File: config.mk
export PLATFORM = sky130hd
export DESIGN_NAME = sma_macd_crossover_signal
export DESIGN_NICKNAME = d
export VERILOG_FILES = /design/src/rtl/msma_pkg.sv /design/src/rtl/msma_ram.sv /design/src/rtl/msma_div.sv /design/src/rtl/sma_macd_crossover_signal.sv
export SDC_FILE = /design/constraint.sdc
export NUM_CORES = 2
export LEC_CHECK = 0
export BUFFER_PORTS_ARGS = -buffer_cell sky130_fd_sc_hd__buf_4
export CORE_MARGIN = 5
export CORE_UTILIZATION = 63
export DETAILED_ROUTE_END_ITERATION = 7
export GPL_TIMING_DRIVEN = 0
export PLACE_DENSITY = 0.8
export SYNTH_ARGS = -nofsm -noshare
export SYNTH_HDL_FRONTEND = slang
export SYNTH_SLANG_ARGS = --single-unit
File: constraint.sdc
create_clock -name clk -period 6.95 [get_ports clk]
set_input_delay 1.39 -clock clk [delete_from_list [all_inputs] [get_ports clk]]
set_output_delay 1.39 -clock clk [all_outputs]
set_load 0.03 [all_outputs]
File: src/rtl/msma_pkg.sv
// ----------------------------------------------------------------------------
// msma_pkg: shared definitions for the SMA based MACD crossover indicator
// Field widths, register indexes, reset values, decision codes and the
// bit positions of the output stream fields.
// ----------------------------------------------------------------------------
package msma_pkg;

	// Field widths fixed by the item formats.
	localparam int PRICE_W      = 32;
	localparam int MACD_W       = 33;
	localparam int WIN_LEN_W    = 7;
	localparam int SIG_LEN_W    = 6;
	localparam int DEC_W        = 2;
	localparam int CFG_IDX_W    = 2;
	localparam int CFG_DATA_W   = 7;

	// Configuration register indexes.
	localparam logic [CFG_IDX_W-1:0] CFG_FAST_LEN   = 2'd0;
	localparam logic [CFG_IDX_W-1:0] CFG_SLOW_LEN   = 2'd1;
	localparam logic [CFG_IDX_W-1:0] CFG_SIGNAL_LEN = 2'd2;

	// Reset values of the configuration registers.
	localparam logic [WIN_LEN_W-1:0] FAST_LEN_RST   = 7'd12;
	localparam logic [WIN_LEN_W-1:0] SLOW_LEN_RST   = 7'd26;
	localparam logic [SIG_LEN_W-1:0] SIGNAL_LEN_RST = 6'd9;

	// Decision codes.
	localparam logic [DEC_W-1:0] DEC_HOLD = 2'd0;
	localparam logic [DEC_W-1:0] DEC_BUY  = 2'd1;
	localparam logic [DEC_W-1:0] DEC_SELL = 2'd2;

	// Output tdata layout, lowest bit first, padded to whole bytes.
	localparam int OUT_MACD_LSB = 0;
	localparam int OUT_SIG_LSB  = OUT_MACD_LSB + MACD_W;
	localparam int OUT_DEC_LSB  = OUT_SIG_LSB + MACD_W;
	localparam int OUT_DATA_W   = ((OUT_DEC_LSB + DEC_W + 7) / 8) * 8;

	// Output tuser layout.
	localparam int OUT_USER_W     = 2;
	localparam int USER_MACD_VLD  = 0;
	localparam int USER_SIG_VLD   = 1;

endpackage

File: src/rtl/msma_ram.sv
// ----------------------------------------------------------------------------
// msma_ram: generic single-port-write, single-port-read synchronous RAM
// One write and one read per cycle; read data is registered.
// ----------------------------------------------------------------------------
module msma_ram #(
	parameter int WIDTH = 32,
	parameter int DEPTH = 64,
	parameter int AW    = (DEPTH > 1) ? $clog2(DEPTH) : 1
) (
	input  logic             clk,
	input  logic             we,
	input  logic [AW-1:0]    waddr,
	input  logic [WIDTH-1:0] wdata,
	input  logic [AW-1:0]    raddr,
	output logic [WIDTH-1:0] rdata
);

	logic [WIDTH-1:0] mem [DEPTH];

	// Write port and registered read port.
	always_ff @(posedge clk) begin
		if (we) begin
			mem[waddr] <= wdata;
		end
		rdata <= mem[raddr];
	end

endmodule

File: src/rtl/msma_div.sv
// ----------------------------------------------------------------------------
// msma_div: iterative unsigned restoring divider
// Produces one quotient bit per cycle; done pulses for one cycle when the
// quotient is ready.
// ----------------------------------------------------------------------------
module msma_div #(
	parameter int DW = 38,
	parameter int VW = 7
) (
	input  logic          clk,
	input  logic          arst_n,
	input  logic          start,
	input  logic [DW-1:0] dividend,
	input  logic [VW-1:0] divisor,
	output logic          done,
	output logic [DW-1:0] quotient
);

	localparam int CNT_W = $clog2(DW + 1);

	logic [DW-1:0]    quo_q;
	logic [VW-1:0]    rem_q;
	logic [VW-1:0]    dvs_q;
	logic [CNT_W-1:0] cnt_q;
	logic             busy_q;
	logic             done_q;
	logic [VW:0]      trial;
	logic             fits;

	// Shift the next dividend bit into the partial remainder and try it.
	assign trial = {rem_q, quo_q[DW-1]};
	assign fits  = (trial >= {1'b0, dvs_q});

	// Control: step counter, busy and the done pulse.
	always_ff @(posedge clk or negedge arst_n) begin
		if (!arst_n) begin
			busy_q <= 1'b0;
			done_q <= 1'b0;
			cnt_q  <= '0;
		end else begin
			done_q <= 1'b0;
			if (start) begin
				busy_q <= 1'b1;
				cnt_q  <= CNT_W'(DW);
			end else if (busy_q) begin
				cnt_q <= cnt_q - 1'b1;
				if (cnt_q == CNT_W'(1)) begin
					busy_q <= 1'b0;
					done_q <= 1'b1;
				end
			end
		end
	end

	// Datapath: remainder and quotient shift register.
	always_ff @(posedge clk) begin
		if (start) begin
			quo_q <= dividend;
			rem_q <= '0;
			dvs_q <= divisor;
		end else if (busy_q) begin
			if (fits) begin
				rem_q <= VW'(trial - {1'b0, dvs_q});
			end else begin
				rem_q <= trial[VW-1:0];
			end
			quo_q <= {quo_q[DW-2:0], fits};
		end
	end

	assign done     = done_q;
	assign quotient = quo_q;

endmodule

File: src/rtl/sma_macd_crossover_signal.sv
// ----------------------------------------------------------------------------
// sma_macd_crossover_signal: MACD indicator built from simple moving averages
// Keeps a price ring and a MACD ring in RAM and gives MACD, signal line and
// a buy, sell or hold decision for each price tick.
// ----------------------------------------------------------------------------
// Usage:
//   s_axis carries one unsigned Q16.16 price per transaction. For each price
//   the block returns exactly one result transaction on m_axis: MACD value,
//   signal value and decision in tdata, the two valid flags in tuser.
//   The cfg channel writes the fast, slow and signal window lengths
//   (index 0, 1, 2); it is always ready and should be used while idle.
// Sequence:
//   One tick is worked on at a time. A tick with both values valid reads
//   the price window, divides for the fast and the slow average, writes the
//   MACD ring, reads the MACD window and divides for the signal line. The
//   divider is DIV_W bits wide (38 at default parameters). A tick with only
//   the MACD valid skips the MACD window read and the signal division; a tick
//   before the windows fill only writes the MACD ring. The windows are read
//   one RAM word per cycle and each division is one pass through the
//   one-bit-per-cycle divider. The next price can be taken in the same cycle
//   in which the result is first offered.
// Reset:
//   arst_n clears the control state, tick counter and ring pointers and
//   restores the lengths to 12, 26 and 9. RAM contents are not cleared.
// Stall:
//   A finished result waits in the output register while m_axis_tready is
//   low; the next price is still taken, and its result waits until the
//   output register is free.
// ----------------------------------------------------------------------------
module sma_macd_crossover_signal #(
	parameter int MAX_WINDOW = 64,
	parameter int MAX_SIGNAL = 32
) (
	input  logic                                  clk,
	input  logic                                  arst_n,
	// Price stream.
	input  logic                                  s_axis_tvalid,
	output logic                                  s_axis_tready,
	input  logic [msma_pkg::PRICE_W-1:0]          s_axis_tdata,  // [31:0] price
	// Result stream.
	output logic                                  m_axis_tvalid,
	input  logic                                  m_axis_tready,
	// [32:0] macd_value, [65:33] signal_value, [67:66] decision, [71:68] zero
	output logic [msma_pkg::OUT_DATA_W-1:0]       m_axis_tdata,
	// [0] macd_valid, [1] signal_valid
	output logic [msma_pkg::OUT_USER_W-1:0]       m_axis_tuser,
	// Configuration write channel.
	input  logic                                  cfg_valid,
	output logic                                  cfg_ready,
	input  logic [msma_pkg::CFG_IDX_W-1:0]        cfg_index,
	input  logic [msma_pkg::CFG_DATA_W-1:0]       cfg_data
);

	localparam int PRICE_W  = msma_pkg::PRICE_W;
	localparam int MACD_W   = msma_pkg::MACD_W;
	localparam int PAW      = $clog2(MAX_WINDOW);
	localparam int MAW      = (MAX_SIGNAL > 1) ? $clog2(MAX_SIGNAL) : 1;
	localparam int LEN_W    = $clog2(MAX_WINDOW + 1);
	localparam int GLEN_W   = $clog2(MAX_SIGNAL + 1);
	localparam int SUM_W    = PRICE_W + $clog2(MAX_WINDOW);
	localparam int MSUM_W   = MACD_W + $clog2(MAX_SIGNAL);
	localparam int DIV_W    = (SUM_W > MSUM_W) ? SUM_W : MSUM_W;
	localparam int VW       = (LEN_W > GLEN_W) ? LEN_W : GLEN_W;
	localparam int TICK_MAX = MAX_WINDOW + MAX_SIGNAL - 1;
	localparam int TW       = $clog2(TICK_MAX + 1);

	// Sequencer states.
	localparam logic [2:0] ST_IDLE = 3'd0;
	localparam logic [2:0] ST_PSUM = 3'd1;
	localparam logic [2:0] ST_DIVF = 3'd2;
	localparam logic [2:0] ST_DIVS = 3'd3;
	localparam logic [2:0] ST_MWR  = 3'd4;
	localparam logic [2:0] ST_MSUM = 3'd5;
	localparam logic [2:0] ST_DIVG = 3'd6;
	localparam logic [2:0] ST_OUT  = 3'd7;

	logic [2:0]                      state_q;

	logic [msma_pkg::WIN_LEN_W-1:0]  fast_len_q;
	logic [msma_pkg::WIN_LEN_W-1:0]  slow_len_q;
	logic [msma_pkg::SIG_LEN_W-1:0]  signal_len_q;

	logic [PAW-1:0]                  phead_q;
	logic [MAW-1:0]                  mhead_q;
	logic [PAW-1:0]                  prptr_q;
	logic [MAW-1:0]                  mrptr_q;
	logic [TW-1:0]                   tick_q;

	logic [LEN_W-1:0]                fl_c, sl_c, big_c;
	logic [GLEN_W-1:0]               gl_c;
	logic                            mv_c, sv_c;

	logic [LEN_W-1:0]                fl_q, sl_q, big_q;
	logic [GLEN_W-1:0]               gl_q;
	logic                            mv_q, sv_q;

	logic [VW-1:0]                   rd_cnt_q;
	logic [VW-1:0]                   dk_q;
	logic                            pend_q;
	logic                            issue;
	logic                            sum_done;

	logic [SUM_W-1:0]                fast_sum_q, slow_sum_q;
	logic signed [MSUM_W-1:0]        msum_q;
	logic [MSUM_W-1:0]               msum_mag;
	logic                            mneg_q;
	logic [PRICE_W-1:0]              fast_avg_q;
	logic signed [MACD_W-1:0]        macd_q;
	logic signed [MACD_W-1:0]        sig_q;

	logic                            s_acc;
	logic                            out_free;

	logic [PRICE_W-1:0]              price_rdata;
	logic [MACD_W-1:0]               macd_rdata;

	logic                            div_start;
	logic [DIV_W-1:0]                div_dvd;
	logic [VW-1:0]                   div_dvs;
	logic                            div_done;
	logic [DIV_W-1:0]                div_quo;

	logic [msma_pkg::DEC_W-1:0]      dec_c;

	logic                            m_valid_q;
	logic signed [MACD_W-1:0]        o_macd_q, o_sig_q;
	logic                            o_mv_q, o_sv_q;
	logic [msma_pkg::DEC_W-1:0]      o_dec_q;

	assign s_axis_tready = (state_q == ST_IDLE);
	assign s_acc         = s_axis_tvalid && s_axis_tready;
	assign cfg_ready     = 1'b1;
	assign out_free      = !m_valid_q || m_axis_tready;

	// Configuration registers; writes to an unknown index are dropped.
	always_ff @(posedge clk or negedge arst_n) begin
		if (!arst_n) begin
			fast_len_q   <= msma_pkg::FAST_LEN_RST;
			slow_len_q   <= msma_pkg::SLOW_LEN_RST;
			signal_len_q <= msma_pkg::SIGNAL_LEN_RST;
		end else if (cfg_valid && cfg_ready) begin
			unique case (cfg_index)
				msma_pkg::CFG_FAST_LEN: fast_len_q <= cfg_data;
				msma_pkg::CFG_SLOW_LEN: slow_len_q <= cfg_data;
				msma_pkg::CFG_SIGNAL_LEN: begin
					signal_len_q <= cfg_data[msma_pkg::SIG_LEN_W-1:0];
				end
				default: ;
			endcase
		end
	end

	// Effective lengths: zero acts as one, oversize is clamped to the ring.
	always_comb begin
		if (fast_len_q == '0) begin
			fl_c = LEN_W'(1);
		end else if (32'(fast_len_q) > 32'(MAX_WINDOW)) begin
			fl_c = LEN_W'(MAX_WINDOW);
		end else begin
			fl_c = LEN_W'(fast_len_q);
		end
		if (slow_len_q == '0) begin
			sl_c = LEN_W'(1);
		end else if (32'(slow_len_q) > 32'(MAX_WINDOW)) begin
			sl_c = LEN_W'(MAX_WINDOW);
		end else begin
			sl_c = LEN_W'(slow_len_q);
		end
		if (signal_len_q == '0) begin
			gl_c = GLEN_W'(1);
		end else if (32'(signal_len_q) > 32'(MAX_SIGNAL)) begin
			gl_c = GLEN_W'(MAX_SIGNAL);
		end else begin
			gl_c = GLEN_W'(signal_len_q);
		end
		big_c = (fl_c > sl_c) ? fl_c : sl_c;
		mv_c  = (32'(tick_q) + 32'd1) >= 32'(big_c);
		sv_c  = (32'(tick_q) + 32'd2) >= (32'(big_c) + 32'(gl_c));
	end

	// Window read issue: one RAM word per cycle, data arrives in the following cycle.
	always_comb begin
		if (state_q == ST_PSUM) begin
			issue = (rd_cnt_q < VW'(big_q));
		end else if (state_q == ST_MSUM) begin
			issue = (rd_cnt_q < VW'(gl_q));
		end else begin
			issue = 1'b0;
		end
		sum_done = !issue && !pend_q;
	end

	// Magnitude of the MACD window sum for the unsigned divider.
	assign msum_mag = msum_q[MSUM_W-1] ? MSUM_W'(-msum_q) : MSUM_W'(msum_q);

	// Divider requests from the three division points.
	always_comb begin
		div_start = 1'b0;
		div_dvd   = '0;
		div_dvs   = '0;
		unique case (state_q)
			ST_PSUM: begin
				div_start = sum_done;
				div_dvd   = DIV_W'(fast_sum_q);
				div_dvs   = VW'(fl_q);
			end
			ST_DIVF: begin
				div_start = div_done;
				div_dvd   = DIV_W'(slow_sum_q);
				div_dvs   = VW'(sl_q);
			end
			ST_MSUM: begin
				div_start = sum_done;
				div_dvd   = DIV_W'(msum_mag);
				div_dvs   = VW'(gl_q);
			end
			default: ;
		endcase
	end

	// Decision from the finished MACD and signal values.
	always_comb begin
		dec_c = msma_pkg::DEC_HOLD;
		if (mv_q && sv_q) begin
			if (macd_q > 0 && sig_q > 0 && macd_q > sig_q) begin
				dec_c = msma_pkg::DEC_BUY;
			end else if (macd_q < 0 && sig_q < 0 && macd_q < sig_q) begin
				dec_c = msma_pkg::DEC_SELL;
			end
		end
	end

	// Sequencer and its control registers.
	always_ff @(posedge clk or negedge arst_n) begin
		if (!arst_n) begin
			state_q   <= ST_IDLE;
			phead_q   <= '0;
			mhead_q   <= '0;
			tick_q    <= '0;
			rd_cnt_q  <= '0;
			pend_q    <= 1'b0;
			m_valid_q <= 1'b0;
		end else begin
			// The result register empties on its transaction unless a new
			// result is loaded in the same cycle.
			if (m_valid_q && m_axis_tready && state_q != ST_OUT) begin
				m_valid_q <= 1'b0;
			end
			unique case (state_q)
				ST_IDLE: begin
					if (s_acc) begin
						rd_cnt_q <= '0;
						pend_q   <= 1'b0;
						state_q  <= mv_c ? ST_PSUM : ST_MWR;
					end
				end
				ST_PSUM, ST_MSUM: begin
					pend_q <= issue;
					if (issue) begin
						rd_cnt_q <= rd_cnt_q + 1'b1;
					end
					if (sum_done) begin
						state_q <= (state_q == ST_PSUM) ? ST_DIVF : ST_DIVG;
					end
				end
				ST_DIVF: begin
					if (div_done) begin
						state_q <= ST_DIVS;
					end
				end
				ST_DIVS: begin
					if (div_done) begin
						state_q <= ST_MWR;
					end
				end
				ST_MWR: begin
					rd_cnt_q <= '0;
					pend_q   <= 1'b0;
					state_q  <= sv_q ? ST_MSUM : ST_OUT;
				end
				ST_DIVG: begin
					if (div_done) begin
						state_q <= ST_OUT;
					end
				end
				ST_OUT: begin
					if (out_free) begin
						m_valid_q <= 1'b1;
						phead_q   <= (32'(phead_q) == MAX_WINDOW - 1) ? '0 : phead_q + 1'b1;
						mhead_q   <= (32'(mhead_q) == MAX_SIGNAL - 1) ? '0 : mhead_q + 1'b1;
						if (32'(tick_q) < TICK_MAX) begin
							tick_q <= tick_q + 1'b1;
						end
						state_q <= ST_IDLE;
					end
				end
				default: state_q <= ST_IDLE;
			endcase
		end
	end

	// Datapath registers of the tick in progress.
	always_ff @(posedge clk) begin
		dk_q <= rd_cnt_q;
		unique case (state_q)
			ST_IDLE: begin
				if (s_acc) begin
					fl_q       <= fl_c;
					sl_q       <= sl_c;
					big_q      <= big_c;
					gl_q       <= gl_c;
					mv_q       <= mv_c;
					sv_q       <= sv_c;
					fast_sum_q <= '0;
					slow_sum_q <= '0;
					macd_q     <= '0;
					sig_q      <= '0;
					prptr_q    <= phead_q;
				end
			end
			ST_PSUM: begin
				if (issue) begin
					prptr_q <= (prptr_q == '0) ? PAW'(MAX_WINDOW - 1) : prptr_q - 1'b1;
				end
				if (pend_q && dk_q < VW'(fl_q)) begin
					fast_sum_q <= fast_sum_q + SUM_W'(price_rdata);
				end
				if (pend_q && dk_q < VW'(sl_q)) begin
					slow_sum_q <= slow_sum_q + SUM_W'(price_rdata);
				end
			end
			ST_DIVF: begin
				if (div_done) begin
					fast_avg_q <= div_quo[PRICE_W-1:0];
				end
			end
			ST_DIVS: begin
				if (div_done) begin
					macd_q <= $signed({1'b0, fast_avg_q}) -
						$signed({1'b0, div_quo[PRICE_W-1:0]});
				end
			end
			ST_MWR: begin
				mrptr_q <= mhead_q;
				msum_q  <= '0;
			end
			ST_MSUM: begin
				if (issue) begin
					mrptr_q <= (mrptr_q == '0) ? MAW'(MAX_SIGNAL - 1) : mrptr_q - 1'b1;
				end
				if (pend_q) begin
					msum_q <= msum_q + MSUM_W'($signed(macd_rdata));
				end
				mneg_q <= msum_q[MSUM_W-1];
			end
			ST_DIVG: begin
				if (div_done) begin
					sig_q <= mneg_q ? -$signed(div_quo[MACD_W-1:0])
						: $signed(div_quo[MACD_W-1:0]);
				end
			end
			ST_OUT: begin
				if (out_free) begin
					o_macd_q <= macd_q;
					o_sig_q  <= sig_q;
					o_mv_q   <= mv_q;
					o_sv_q   <= sv_q;
					o_dec_q  <= dec_c;
				end
			end
			default: ;
		endcase
	end

	// Price ring: written on the input transaction, read back newest first.
	msma_ram #(
		.WIDTH (PRICE_W),
		.DEPTH (MAX_WINDOW),
		.AW    (PAW)
	) u_price_ram (
		.clk   (clk),
		.we    (s_acc),
		.waddr (phead_q),
		.wdata (s_axis_tdata),
		.raddr (prptr_q),
		.rdata (price_rdata)
	);

	// MACD ring: one entry written per tick, invalid ticks store zero.
	msma_ram #(
		.WIDTH (MACD_W),
		.DEPTH (MAX_SIGNAL),
		.AW    (MAW)
	) u_macd_ram (
		.clk   (clk),
		.we    (state_q == ST_MWR),
		.waddr (mhead_q),
		.wdata (macd_q),
		.raddr (mrptr_q),
		.rdata (macd_rdata)
	);

	// Shared divider for both averages and the signal line.
	msma_div #(
		.DW (DIV_W),
		.VW (VW)
	) u_div (
		.clk      (clk),
		.arst_n   (arst_n),
		.start    (div_start),
		.dividend (div_dvd),
		.divisor  (div_dvs),
		.done     (div_done),
		.quotient (div_quo)
	);

	// Output register.
	always_comb begin
		m_axis_tdata = '0;
		m_axis_tdata[msma_pkg::OUT_MACD_LSB +: MACD_W]        = o_macd_q;
		m_axis_tdata[msma_pkg::OUT_SIG_LSB +: MACD_W]         = o_sig_q;
		m_axis_tdata[msma_pkg::OUT_DEC_LSB +: msma_pkg::DEC_W] = o_dec_q;
		m_axis_tuser = '0;
		m_axis_tuser[msma_pkg::USER_MACD_VLD] = o_mv_q;
		m_axis_tuser[msma_pkg::USER_SIG_VLD]  = o_sv_q;
	end

	assign m_axis_tvalid = m_valid_q;

endmodule

Word level (Yosys, flattened, before mapping):

Memory sizes are Yosys's and may differ from the RTL's. A register that Yosys moved wholly into a read port is not among the register bits.
Cells that the tools add are included.

* register bits after elaboration: 440
* bits in latches: 0
* RAM bits: 3104
* bits in read-only memories: 0
* bits of input ports: 46
* output and inout port bits: 77
* logic and storage cells: 218
* memories kept: 2

* $add $sub $neg: 17
* multipliers: 0
* div/mod/pow operators: 0
* magnitude comparators: 18
* equality and inequality tests: 25
* shift operators: 0
* mux-type cells: 70
* bitwise logic cells: 1
* reduce and logical (&&, ||, !) cells: 47

Memory list
* u_price_ram.mem: depth 64, width 32, rd ports 1, clocked after memory_dff 1, wr ports 1, line msma_ram.sv:18 `logic [WIDTH-1:0] mem [DEPTH];`
* u_macd_ram.mem: depth 32, width 33, rd ports 1, clocked after memory_dff 1, wr ports 1, line msma_ram.sv:18

Operators with widths (count)
* $mux 38: 7
* $pmux 38 s2: 3
* $mux 33: 4
* $pmux 33 s2: 2
* $pmux 38 s3: 1
* $add 38x32->38: 2
* $gt 33x1->1 const B: 2
* $lt 33x1->1 const B: 2
* $mux 7: 8
* $mux 6: 8
* $pmux 7 s3: 2
* $add 38x33->38: 1
* $neg 38->38: 1
* $gt 33x33->1: 1
* $lt 33x33->1: 1
* $neg 33->33: 1
* $sub 32x32->33: 1
* $mux 3: 8
* $lt 7x7->1: 3
* $pmux 3 s7: 1
* $reduce_and 3->1: 7
* $reduce_and 2->1: 9
* $mux 1: 17
* $ge 8x7->1: 2
* 45 further kinds: 84

Depth between registers and ports, before layout:

* depth after elaboration: 9
* depth in mapped cells: 23
* depth with buffers taken out: 23

Modules after synthesis:

Synthesis repeated with hierarchy kept, for this count alone.

* cells, all modules: 8371
* area total of the unflattened synthesis: 148217.2 um^2

By module, submodules not included
* msma_ram (u_price_ram): times used 1, cells each 3324, area an instance 78515.3 um^2, seq. area each 62139.6 um^2
* msma_ram (u_macd_ram): times used 1, cells each 2332, area an instance 41813.9 um^2, seq. area each 32371.0 um^2
* sma_macd_crossover_signal: times used 1, cells each 2487, area an instance 24905.1 um^2, seq. area each 11099.4 um^2
* msma_div: times used 1, cells each 228, area an instance 2982.9 um^2, seq. area each 1691.6 um^2

Worst setup path after synthesis:

OpenSTA, ideal clock, no wires.

* kind: reg-to-reg
* start point: register fl_q[1]
* end point: register fast_sum_q[0], enable pin
* library setup time: 0.491 ns
* data arrival time: 4.337 ns
* required time: 6.459 ns
* slack: 2.123 ns
* stages on the path, launching flop included: 10
* buffers on the path: 0
* period minus slack after synthesis: 4.827 ns
* path through: edfxtp_1 inv_1 ha_1 a21o_1 a21o_1 a21o_1 a21o_1 a21oi_1 nor2b_1 o31ai_1

* word-level cells in the longest chain between the ends: 4

RTL lines
* from (decl): line sma_macd_crossover_signal.sv:93 `logic [LEN_W-1:0] fl_q, sl_q, big_q;`
* from (signal assigned): line sma_macd_crossover_signal.sv:308 `fl_q <= fl_c;`
* $lt 7x7->1: line sma_macd_crossover_signal.sv:325 `if (pend_q && dk_q < VW'(fl_q)) begin`
* $logic_and 1x1->1: line sma_macd_crossover_signal.sv:325
* $ne 2x1->1 (no line)
* $reduce_and 3->1 (no line)
* to (signal assigned): line sma_macd_crossover_signal.sv:326 `fast_sum_q <= fast_sum_q + SUM_W'(price_rdata);`
* to (decl): line sma_macd_crossover_signal.sv:103 `logic [SUM_W-1:0] fast_sum_q, slow_sum_q;`

Every way passes these cells.
A chain may end at the register's enable or synchronous reset.

Worst setup path after layout:

* start point: register state_q[1]
* end point: memory u_price_ram.mem[102][2], in the netlist u_price_ram.mem[51][2], enable pin

* word-level cells in the longest chain between the ends: 4

RTL lines
* from (decl): line sma_macd_crossover_signal.sv:77 `logic [2:0] state_q;`
* from (signal assigned): line sma_macd_crossover_signal.sv:254 `state_q <= mv_c ? ST_PSUM : ST_MWR;`
* from (signal assigned): line sma_macd_crossover_signal.sv:263 `state_q <= (state_q == ST_PSUM) ? ST_DIVF : ST_DIVG;`
* from (signal assigned): line sma_macd_crossover_signal.sv:279 `state_q <= sv_q ? ST_MSUM : ST_OUT;`
* $logic_not 3->1: line sma_macd_crossover_signal.sv:130 `assign s_axis_tready = (state_q == ST_IDLE);`
* $logic_and 1x1->1: line sma_macd_crossover_signal.sv:131 `assign s_acc = s_axis_tvalid && s_axis_tready;`
* $mux 1: line msma_ram.sv:22 `if (we) begin`
* $mux 1 (not written as such): line msma_ram.sv:23 `mem[waddr] <= wdata;`
* to (decl): line msma_ram.sv:18

Every way passes these cells.

==> out/results.ini <==
[outcome]
outcome = finished, violations left
violations = DRC, capacitance limit, slew limit

[logic_synthesis]
synth_seq_cells = 3609
muxShareOfSynthArea_pct = 16.0
yosys.area_share.adder_pct = 2.13
synthXorXnorAreaFrac_pct = 1.08
synth_top_family_by_area = multiplexers
syn-cell-area_sq_um = 147000
synthTopCellsByArea = edfxtp_1 (71%), mux4_2 (15%), ha_1 (2.0%)
synthCells = 7378
synth_top_area_share_pct = 70.9
synth_edf_count = 3472
synthDistinctLibCells = 82
avgSynthCellArea_sq_um = 19.9
yosys.area.top_type = edfxtp_1
async_flop_share_pct = 1.61
synth-compound-area-share_pct = 3.43
synth-main-ff-cell = edfxtp_1
synthSimpleGateAreaFrac_pct = 3.00
seq_area_frac_synth_pct = 73.0
yosysWarnings = 0

[timing]
fin_crit_sh_pct = 85.0
worstMarginPinSlew_ns = 1.74
fin_crit_ns = 5.91
setup_violations = 0
grt_setup_unrepaired = false
setup_tns_ns = 0
hold_viol = 0
fin_skew_ns = 0.100
slew_headroom_pct = -15.7
fmax_ghz = 0.169
report.final.slew_viol_count = 47

[drt]
wl_um = 464000
vias = 85000
drt_iter0_drc = 15700
drc = 7
ant_nets = 0
vias_per_cell = 7.51
drtPass1Iterations = 8
avgRoutedWirePerCell_um = 41.0

[floorplanning]
die_h_um = 493
die_area_sq_um = 243000
core_region_area_sq_um = 233000
num_rows = 177
pin_count = 123
start_util_pct = 63.3
die_w_um = 493

[global_route]
grt_overflow = 0
antenna_found_initial = 33
grt_pass1_vias = 84300
grt_pass1_wl_um = 642000
track_usage_pct = 37.9
grt_max_degree = 74

[critical_path]
cp_slowest_cell = nor2_4
critPathLaunchType = flop
cp-end-kind = flop
cp_cell_sequence = clkbuf_1, nor3_1, nand2_1, inv_2, nand3_1, nor2_4, buf_16
required_ns = 7.64
cpLargestDelayFamily = simple AND/OR/NAND/NOR gates
crit_arrival_ns = 6.59
worstSetupPathType = flop to flop
crit_buf_inv = 3
crit_fanout = 33
max_stage_delay_ns = 1.17

[placement]
gp_congestion = 0.941
port_buffers = 117
hpwl_um = 266000
dpl.cell_count = 10600

[clock_tree]
cts_root_buf = clkbuf_16
cts_inserted_buffers = 366
cts.sinks = 3609
cts_tree = done
htreeDepth = 5
cts_setup_buffers = 0
clk_pin_slew_ns = 0.06
clkLatencyLatePin_ns = 1.02
clock_path_buffers = 4
cts_resized = 0
cts_hold_buf = 0

[job]
cap_violations = 3

[finish]
fillers = 12600
final_common_cell = edfxtp_1
drive_above_1_share_pct = 23.5
fin_util_pct = 71.7
finalNonFillerCells = 11300
area_delta_synth_final_pct = 13.4
fin_nets = 8279
final_cell_mix = edfxtp_1 (3472), mux4_2 (972), clkbuf_16 (371)

[min_path]
min_path_type = flop to flop

[pwr]
p_per_area_nw_per_um2 = 264
p_total_mw = 44.1
power_leakage_nw = 53.8
vdd_drop_max_mv = 0.223

## kinds of logic (layout without fill, tap and decap cells)
group / Yosys count / after routing
compound gates: 748 / 748
flops: 3609 / 3609
fa+ha+maj: 247 / 247
other cells: 2 / 26
xor+xnor: 182 / 182
mux: 1129 / 1129
simple gates: 932 / 932
buf+inv: 529 / 1411
## stage by stage
step / instance area, sq um / worst slack (ns) / hold WS, ns
5_1_grt: 167000 / 1.02 / 0.474
3_3_place_gp: 152000 / -0.798 / 0.431
2_1_floorplan: 147000 / 2.12 / 0.414
6_report: 167000 / 1.04 / 0.448
3_5_place_dp: 155000 / 0.896 / 0.435
4_1_cts: 166000 / 0.676 / 0.449
## cell type report
class                           count  area [sq um]  share of cell area, %
Clock buffer                      454          9650                   5.79
Clock inverter                    190          1910                   1.14
Multi-Input combinational cell   3243         38600                   23.1
Antenna cell                       21          52.6                 0.0315
Sequential cell                  3609        107000                   64.3
Timing Repair Buffer              238          3480                   2.08
Tap cell                         3043          3810                   2.28
Buffer                            346          1350                  0.812
Inverter                          183           692                  0.415
## synth_stat cells (32+ instances only)
master and count:
nor3_1 64, nand2_1 186, edfxtp_1 3472, nand4_1 36, o21ai_0 131, o22ai_1 35, dfrtp_1 51, buf_1 102
a21oi_1 173, xnor2_1 120, a21o_1 93, a211oi_1 33, ha_1 240, nand3_1 56, xor2_1 62, mux2_2 73
mux4_2 972, clkbuf_1 230, mux2i_1 83, inv_1 180, nand2b_1 42, dfxtp_1 79, nor2_1 360, nor4_1 32
nor2b_1 42
## power by group
group	switching, mW	internal [mW]
Sequential	0.0211	23.7
Combinational	0.429	0.179
Clock	8.60	11.1
## per-layer routing
| layer | part of all wire (%) | wire, um | GRT usage (%) | vias to the layer above |
|---|---|---|---|---|
| met1 | 31 | 144000 | 47.9 | 42800 |
| li1 | - | - | - | 31700 |
| met2 | 47 | 220000 | 59.7 | 8534 |
| met3 | 14 | 62700 | 10.3 | 1945 |
| met4 | 8.0 | 36900 | 22.7 | 18 |
| met5 | 0.026 | 119 | 0 | - |
## registers in the layout (all words and copies together) (netlist names), 32 cells and up
signal and cells:
slow_sum_q 38, macd_q 33, o_sig_q 33, fast_avg_q 32, sig_q 33, u_div.quotient 38, msum_q 38, u_price_ram.rdata 32
u_macd_ram.mem 1056, fast_sum_q 38, u_price_ram.mem 2048, o_macd_q 33, u_macd_ram.rdata 33
## worst paths after layout
check	start	to	slack (ns)	depth (start not counted)
min reg2reg	u_div.quotient[21]	fast_avg_q[21]	0.45	0
min in group asynchronous	arst_n	mhead_q[4]	0.48	1
max in group asynchronous	arst_n	rd_cnt_q[4]	5.71	1
max reg2reg	state_q[1]	u_price_ram.mem[51][2]	1.04	7
min	u_div.quotient[21]	fast_avg_q[21]	0.45	0
max	state_q[1]	u_price_ram.mem[51][2]	1.04	7
Power figures use the tool's default switching activity.
